<file path="config.mk">
export PLATFORM = sky130hd
export DESIGN_NAME = sha512_fifo
export DESIGN_NICKNAME = d
export VERILOG_FILES = /design/src/hdl/sha512_pkg.sv /design/src/hdl/sha512_fifo.sv
export SDC_FILE = /design/constraint.sdc
export NUM_CORES = 1
export LEC_CHECK = 0
export BUFFER_PORTS_ARGS = -buffer_cell sky130_fd_sc_hd__buf_4
export CORE_AREA = 8 8 134 136
export DETAILED_ROUTE_END_ITERATION = 16
export DIE_AREA = 0 0 142 144
export SYNTH_ARGS = -nofsm -noshare
export SYNTH_HDL_FRONTEND = slang
export SYNTH_SLANG_ARGS = --single-unit
</file>
<file path="constraint.sdc">
create_clock -name clk_i -period 5.57 [get_ports clk_i]
set_input_delay 0.557 -clock clk_i [delete_from_list [all_inputs] [get_ports clk_i]]
set_output_delay 0.557 -clock clk_i [all_outputs]
set_load 0.005 [all_outputs]
</file>
<file path="src/hdl/sha512_pkg.sv">
// Shared types, constants and functions of the SHA-512 hash core.
package sha512_pkg;

  typedef struct packed {
    logic [63:0] data_word;
    logic [3:0]  byte_count;
    logic        end_of_message;
  } sha512_in_t;

  typedef struct packed {
    logic [63:0] digest_word;
    logic [2:0]  word_number;
    logic        last_word;
  } sha512_out_t;

  // Work word queued between the front and the back
  typedef struct packed {
    logic [63:0] word;
    logic        start;    // first word of a new message
    logic        compress; // word completes a block
    logic        emit;     // block ends the message, send digest afterwards
  } sha512_job_t;

  typedef enum logic [1:0] {
    FE_IDLE,
    FE_PAD,
    FE_LEN_HI,
    FE_LEN_LO
  } sha512_fe_state_e;

  typedef enum logic [1:0] {
    BE_LOAD,
    BE_ROUND,
    BE_ADD,
    BE_EMIT
  } sha512_be_state_e;

  localparam int unsigned NumRounds = 80;
  localparam logic [2:0]  CfgLastIdx = 3'd7;

  function automatic logic [63:0] round_k(input logic [6:0] r);
    logic [63:0] k;
    case (r)
      7'd0: k = 64'h428a2f98d728ae22; 7'd1: k = 64'h7137449123ef65cd;
      7'd2: k = 64'hb5c0fbcfec4d3b2f; 7'd3: k = 64'he9b5dba58189dbbc;
      7'd4: k = 64'h3956c25bf348b538; 7'd5: k = 64'h59f111f1b605d019;
      7'd6: k = 64'h923f82a4af194f9b; 7'd7: k = 64'hab1c5ed5da6d8118;
      7'd8: k = 64'hd807aa98a3030242; 7'd9: k = 64'h12835b0145706fbe;
      7'd10: k = 64'h243185be4ee4b28c; 7'd11: k = 64'h550c7dc3d5ffb4e2;
      7'd12: k = 64'h72be5d74f27b896f; 7'd13: k = 64'h80deb1fe3b1696b1;
      7'd14: k = 64'h9bdc06a725c71235; 7'd15: k = 64'hc19bf174cf692694;
      7'd16: k = 64'he49b69c19ef14ad2; 7'd17: k = 64'hefbe4786384f25e3;
      7'd18: k = 64'h0fc19dc68b8cd5b5; 7'd19: k = 64'h240ca1cc77ac9c65;
      7'd20: k = 64'h2de92c6f592b0275; 7'd21: k = 64'h4a7484aa6ea6e483;
      7'd22: k = 64'h5cb0a9dcbd41fbd4; 7'd23: k = 64'h76f988da831153b5;
      7'd24: k = 64'h983e5152ee66dfab; 7'd25: k = 64'ha831c66d2db43210;
      7'd26: k = 64'hb00327c898fb213f; 7'd27: k = 64'hbf597fc7beef0ee4;
      7'd28: k = 64'hc6e00bf33da88fc2; 7'd29: k = 64'hd5a79147930aa725;
      7'd30: k = 64'h06ca6351e003826f; 7'd31: k = 64'h142929670a0e6e70;
      7'd32: k = 64'h27b70a8546d22ffc; 7'd33: k = 64'h2e1b21385c26c926;
      7'd34: k = 64'h4d2c6dfc5ac42aed; 7'd35: k = 64'h53380d139d95b3df;
      7'd36: k = 64'h650a73548baf63de; 7'd37: k = 64'h766a0abb3c77b2a8;
      7'd38: k = 64'h81c2c92e47edaee6; 7'd39: k = 64'h92722c851482353b;
      7'd40: k = 64'ha2bfe8a14cf10364; 7'd41: k = 64'ha81a664bbc423001;
      7'd42: k = 64'hc24b8b70d0f89791; 7'd43: k = 64'hc76c51a30654be30;
      7'd44: k = 64'hd192e819d6ef5218; 7'd45: k = 64'hd69906245565a910;
      7'd46: k = 64'hf40e35855771202a; 7'd47: k = 64'h106aa07032bbd1b8;
      7'd48: k = 64'h19a4c116b8d2d0c8; 7'd49: k = 64'h1e376c085141ab53;
      7'd50: k = 64'h2748774cdf8eeb99; 7'd51: k = 64'h34b0bcb5e19b48a8;
      7'd52: k = 64'h391c0cb3c5c95a63; 7'd53: k = 64'h4ed8aa4ae3418acb;
      7'd54: k = 64'h5b9cca4f7763e373; 7'd55: k = 64'h682e6ff3d6b2b8a3;
      7'd56: k = 64'h748f82ee5defb2fc; 7'd57: k = 64'h78a5636f43172f60;
      7'd58: k = 64'h84c87814a1f0ab72; 7'd59: k = 64'h8cc702081a6439ec;
      7'd60: k = 64'h90befffa23631e28; 7'd61: k = 64'ha4506cebde82bde9;
      7'd62: k = 64'hbef9a3f7b2c67915; 7'd63: k = 64'hc67178f2e372532b;
      7'd64: k = 64'hca273eceea26619c; 7'd65: k = 64'hd186b8c721c0c207;
      7'd66: k = 64'heada7dd6cde0eb1e; 7'd67: k = 64'hf57d4f7fee6ed178;
      7'd68: k = 64'h06f067aa72176fba; 7'd69: k = 64'h0a637dc5a2c898a6;
      7'd70: k = 64'h113f9804bef90dae; 7'd71: k = 64'h1b710b35131c471b;
      7'd72: k = 64'h28db77f523047d84; 7'd73: k = 64'h32caab7b40c72493;
      7'd74: k = 64'h3c9ebe0a15c9bebc; 7'd75: k = 64'h431d67c49c100d4c;
      7'd76: k = 64'h4cc5d4becb3e42b6; 7'd77: k = 64'h597f299cfc657e2a;
      7'd78: k = 64'h5fcb6fab3ad6faec; 7'd79: k = 64'h6c44198c4a475817;
      default: k = 64'h0;
    endcase
    return k;
  endfunction

endpackage

</file>
<file path="src/hdl/sha512_fifo.sv">
// Short job queue between the front end and the compression engine.
module sha512_fifo import sha512_pkg::*; #(
  parameter int unsigned Depth = 2
) (
  input  logic        clk_i,
  input  logic        rst_ni,
  input  logic        wr_valid_i,
  output logic        wr_stall_o,
  input  sha512_job_t wr_data_i,
  output logic        rd_valid_o,
  input  logic        rd_stall_i,
  output sha512_job_t rd_data_o
);

  localparam int unsigned AW = (Depth > 1) ? $clog2(Depth) : 1;

  sha512_job_t      mem_q [Depth];
  logic [AW-1:0]    wp_q, rp_q;
  logic [AW:0]      cnt_q;
  logic             push, pop;

  assign wr_stall_o = (cnt_q == (AW+1)'(Depth));
  assign rd_valid_o = (cnt_q != '0);
  assign rd_data_o  = mem_q[rp_q];
  assign push = wr_valid_i && !wr_stall_o;
  assign pop  = rd_valid_o && !rd_stall_i;

  // Store the entry
  always_ff @(posedge clk_i) begin
    if (push) mem_q[wp_q] <= wr_data_i;
  end

  // Advance pointers
  always_ff @(posedge clk_i or negedge rst_ni) begin
    if (!rst_ni) begin
      wp_q <= '0;
      rp_q <= '0;
      cnt_q <= '0;
    end else begin
      if (push) wp_q <= (wp_q == AW'(Depth - 1)) ? '0 : wp_q + AW'(1);
      if (pop)  rp_q <= (rp_q == AW'(Depth - 1)) ? '0 : rp_q + AW'(1);
      cnt_q <= cnt_q + (AW+1)'(push) - (AW+1)'(pop);
    end
  end

endmodule

</file>
======== Yosys cells after proc, flatten, opt, wreduce, memory -nomap -nowiden ========
Memory sizes are Yosys's and may differ from the RTL's.
Cells that the tools add are included.
word-level totals
  memory bits (read-only) ................. 0
  register bits ........................... 4
  output and inout bits ................... 69
  RAM bits ................................ 134
  latch bits .............................. 0
  logic and storage cells ................. 18
  memories ................................ 1
  input bits .............................. 71
memory list
  memory  words  width  read ports  clocked after Yosys merged registers in  wr ports  line               source
  mem_q   2      67     1           0                                        1         sha512_fifo.sv:17  sha512_job_t mem_q [Depth];
cells by class
  multipliers ............................. 0
  bitwise operators ....................... 0
  $lt $le $gt $ge ......................... 0
  add/subtract/negate cells ............... 4
  shifts and indexed selects .............. 0
  mux-type cells .......................... 4
  div/mod/pow operators ................... 0
  reduce and logical (&&, ||, !) cells .... 5
  equality and inequality tests ........... 1
operator list
  cell                   count
  $mux W1                4
  $add A1 B1 Y1 const B  2
  $add A2 B1 Y2          1
  $eq A2 B2 Y1 const B   1
  $logic_and A1 B1 Y1    2
  $logic_not A1 Y1       2
  $reduce_bool A2 Y1     1
  $sub A2 B1 Y2          1

======== Longest topological paths before layout ========
  word-level depth ........................ 5
  mapped depth ............................ 7
  mapped depth without buffers ............ 7

======== Least setup slack after synthesis ========
Ideal clock, no wire load.
  path kind ............................... input to register
  from .................................... input wr_valid_i
  to ...................................... memory mem_q[0][0] (netlist name) (enable)
  stages .................................. 2
  data required time ...................... 5078 ps
  setup time .............................. 492 ps
  setup slack ............................. 1627 ps
  path buffers ............................ 0
  data arrival time ....................... 3451 ps
  cell sequence ........................... nand2_1 > nor2_1
on the way
  cells in the longest elaborated chain, start to end .. 3
RTL lines
  item                           line               source
  from (decl)                    sha512_fifo.sv:7   input logic wr_valid_i,
  $logic_and A1 B1 Y1            sha512_fifo.sv:25  assign push = wr_valid_i && !wr_stall_o;
  $mux W1                        sha512_fifo.sv:30  if (push) mem_q[wp_q] <= wr_data_i;
  $mux W1 (not written as such)  sha512_fifo.sv:30
  to (decl)                      sha512_fifo.sv:17
Every way passes these cells.

==> impl_metrics.json <==
{
  "place_area_sq_um": 6400,
  "required_ns": 5.01,
  "cts_tree": "built",
  "max_freq_ghz": 0.374,
  "relSlewSlack_pct": 30.7,
  "worstSetupPathType": "register to output pin",
  "initial_core_util_pct": 31.9,
  "post-dp-hpwl_mm": 6.34,
  "cp_num_buf_inv": 1,
  "path_max_fanout": 68,
  "hold_viol_final": 0,
  "synth_nets": 300,
  "skew_ns": 0.00487,
  "synth_cell_types": 17,
  "ioPinCount": 140,
  "gr-usage-met2_pct": 16.5,
  "status": "completed",
  "critPathCapture": "rd_data_o[56]",
  "path_cells": "mux2_2 > buf_4",
  "setup.worst_path.start_class": "register",
  "slowest_stage": "dfrtp_4",
  "via_count": 2537,
  "antennaDiodeCount": 0,
  "busiest_layer": "met2",
  "grt_max_degree": 69,
  "avgSynthCellArea_sq_um": 22.6,
  "drv_slew": 0,
  "place.gp.congestion": 0.695,
  "syn2layout_area_growth_pct": 35.6,
  "cp-end-kind": "output pin",
  "period_needed_ns": 2.68,
  "cellLeakagePower_nw": 2.63,
  "ant_nets": 0,
  "max_cap_violations": 0,
  "cts_buffers": 17,
  "setup_viol": 0,
  "ys.warnings.count": 0,
  "nets": 452,
  "powerDensity_nw_per_um2": 513,
  "cts_root_buf": "clkbuf_16",
  "gr-usage-met3_pct": 4.19,
  "drive_gt1_share_pct": 60.5,
  "critical_path.top_delay_family": "flip-flops",
  "critical_path_depth": 2,
  "htreeDepth": 4,
  "startpoint": "rp_q",
  "min_from": "wr_data_i[62]",
  "layout_commonest_cell": "buf_4",
  "seq_area_frac_synth_pct": 80.4,
  "r2r-start": "cnt_q[1]",
  "grt.overflow.total": 0,
  "clkTransAtPathRegs_ns": 0.06,
  "grt_pass1_wl_mm": 14.9,
  "rsz0062_at_grt": "false",
  "peakVddDrop_v": 0.000445,
  "dieWidth_microns": 142,
  "numPortBuffers": 139,
  "fp.dieArea_sq_um": 20400,
  "hp-class": "primary input to register",
  "grt_util_met1_pct": 10.1,
  "post_cts_resized": 0,
  "worstPathArrival_ns": 2.12,
  "worstMarginPinSlew_ns": 1.04,
  "core-area_sq_um": 16100,
  "viasPerCell": 4.15,
  "cpPeakStageDelay_ns": 1.11,
  "grt_pass1_vias": 2898,
  "drt_wl_total_mm": 9.65,
  "drtIter0Drc": 128,
  "tns_ns": 0,
  "fin_area_sq_um": 6950,
  "period_share_pct": 48.1,
  "mostFrequentLayoutCells": "buf_4, edfxtp_1, mux2_2, mux2_4, clkbuf_16",
  "grt_usage_pct": 9.78,
  "reg2reg_depth": 4,
  "reg2reg_slack_ns": 3.20,
  "ys_ff_latch": 138,
  "rows": 47,
  "clk_latency_ns": 0.41,
  "clockBufferDepth": 2,
  "cts_sinks": 138,
  "synth_cells": 227,
  "wl_per_cell_microns": 15.8,
  "timing.rr.end": "mem_q[0][60]",
  "fp.dieH_microns": 144,
  "drc_errors": 0,
  "syn-cell-area_sq_um": 5130,
  "first_pass_iters": 4,
  "antenna_found_initial": 0
}
==> through the flow <==
stage	utilization, %	instances	setup slack, ns	power (mW)	hold WS, ns
after global routing	43.3	612	2.77	3.76	0.301
after CTS	43.3	612	2.82	3.64	0.304
after detailed placement	39.8	579	3.00	2.60	0.357
final	43.3	612	2.89	3.56	0.329
after floorplan	-	227	1.63	2.11	0.261
after global placement	39.8	579	3.06	2.58	0.355
==> flip-flops by register name, indices dropped and copies added (netlist names) <==
register	flops
cnt_q	2
rp_q	1
wp_q	1
mem_q	134
==> per-layer routing <==
layer  wire length (microns)  part of all wire (%)
met1                    3830                    40
met2                    4990                    52
met3                     640                   6.6
met4                     190                   2.0
met5                       0                     0
==> how the worst min path moves through the flow <==
stage                               to  depth (start not counted)  slack (ns)
final                     mem_q[1][62]                          1        0.33
after global routing      mem_q[1][64]                          1        0.30
after CTS                 mem_q[0][62]                          1        0.30
after detailed placement      cnt_q[1]                          1        0.36
after global placement        cnt_q[0]                          1        0.35
after floorplan               cnt_q[0]                          0        0.26
==> cells in the mapped netlist (all sizes together) <==
master  instances  area share (%)
edfxtp        134              78
or2             1            0.12
nand2           1           0.073
mux2           67              16
xnor2           3            0.51
xor2            1            0.17
buf             8             1.4
dfrtp           4             2.0
nand2b          1            0.12
nor2b           1            0.12
and3            1            0.12
inv             2            0.15
nor2            1           0.073
ha              2            0.49
==> layout make-up <==
type / instances / area (sq um)
clock buffer: 25 / 475
clock inverter: 7 / 68.8
fill: 1433 / 9100
inverter: 2 / 7.51
multi-input combinational: 79 / 935
sequential: 138 / 4130
tap: 220 / 275
timing repair buffer: 141 / 1060
==> power breakdown <==
| group | internal [mW] | switching (mW) |
|---|---|---|
| combinational | 0.597 | 0.361 |
| clock | 0.635 | 0.384 |
| sequential | 1.42 | 0.161 |
| total | 2.66 | 0.906 |
==> repair_timing <==
action                                 4_1_cts  5_1_grt
endpoints found under the hold margin        4        0
setup buffers                                0        0
hold buffers                                 1        0
==> worst register-to-register path: stages, from the launching register on <==
cell and delay (ns):
dfrtp_1 0.40, nand2b_1 0.13, nand2_1 0.15, nor2_4 0.73
buf_4 0.58
==> logic make-up after synthesis <==
kind of cell	Yosys count	synth area share (%)
xor+xnor	4	0.684
fa+ha+maj	2	0.488
buf+inv	10	1.56
flops	138	80.4
mux	67	16.2
simple gates	6	0.635
(Power assumes the default switching activity.)
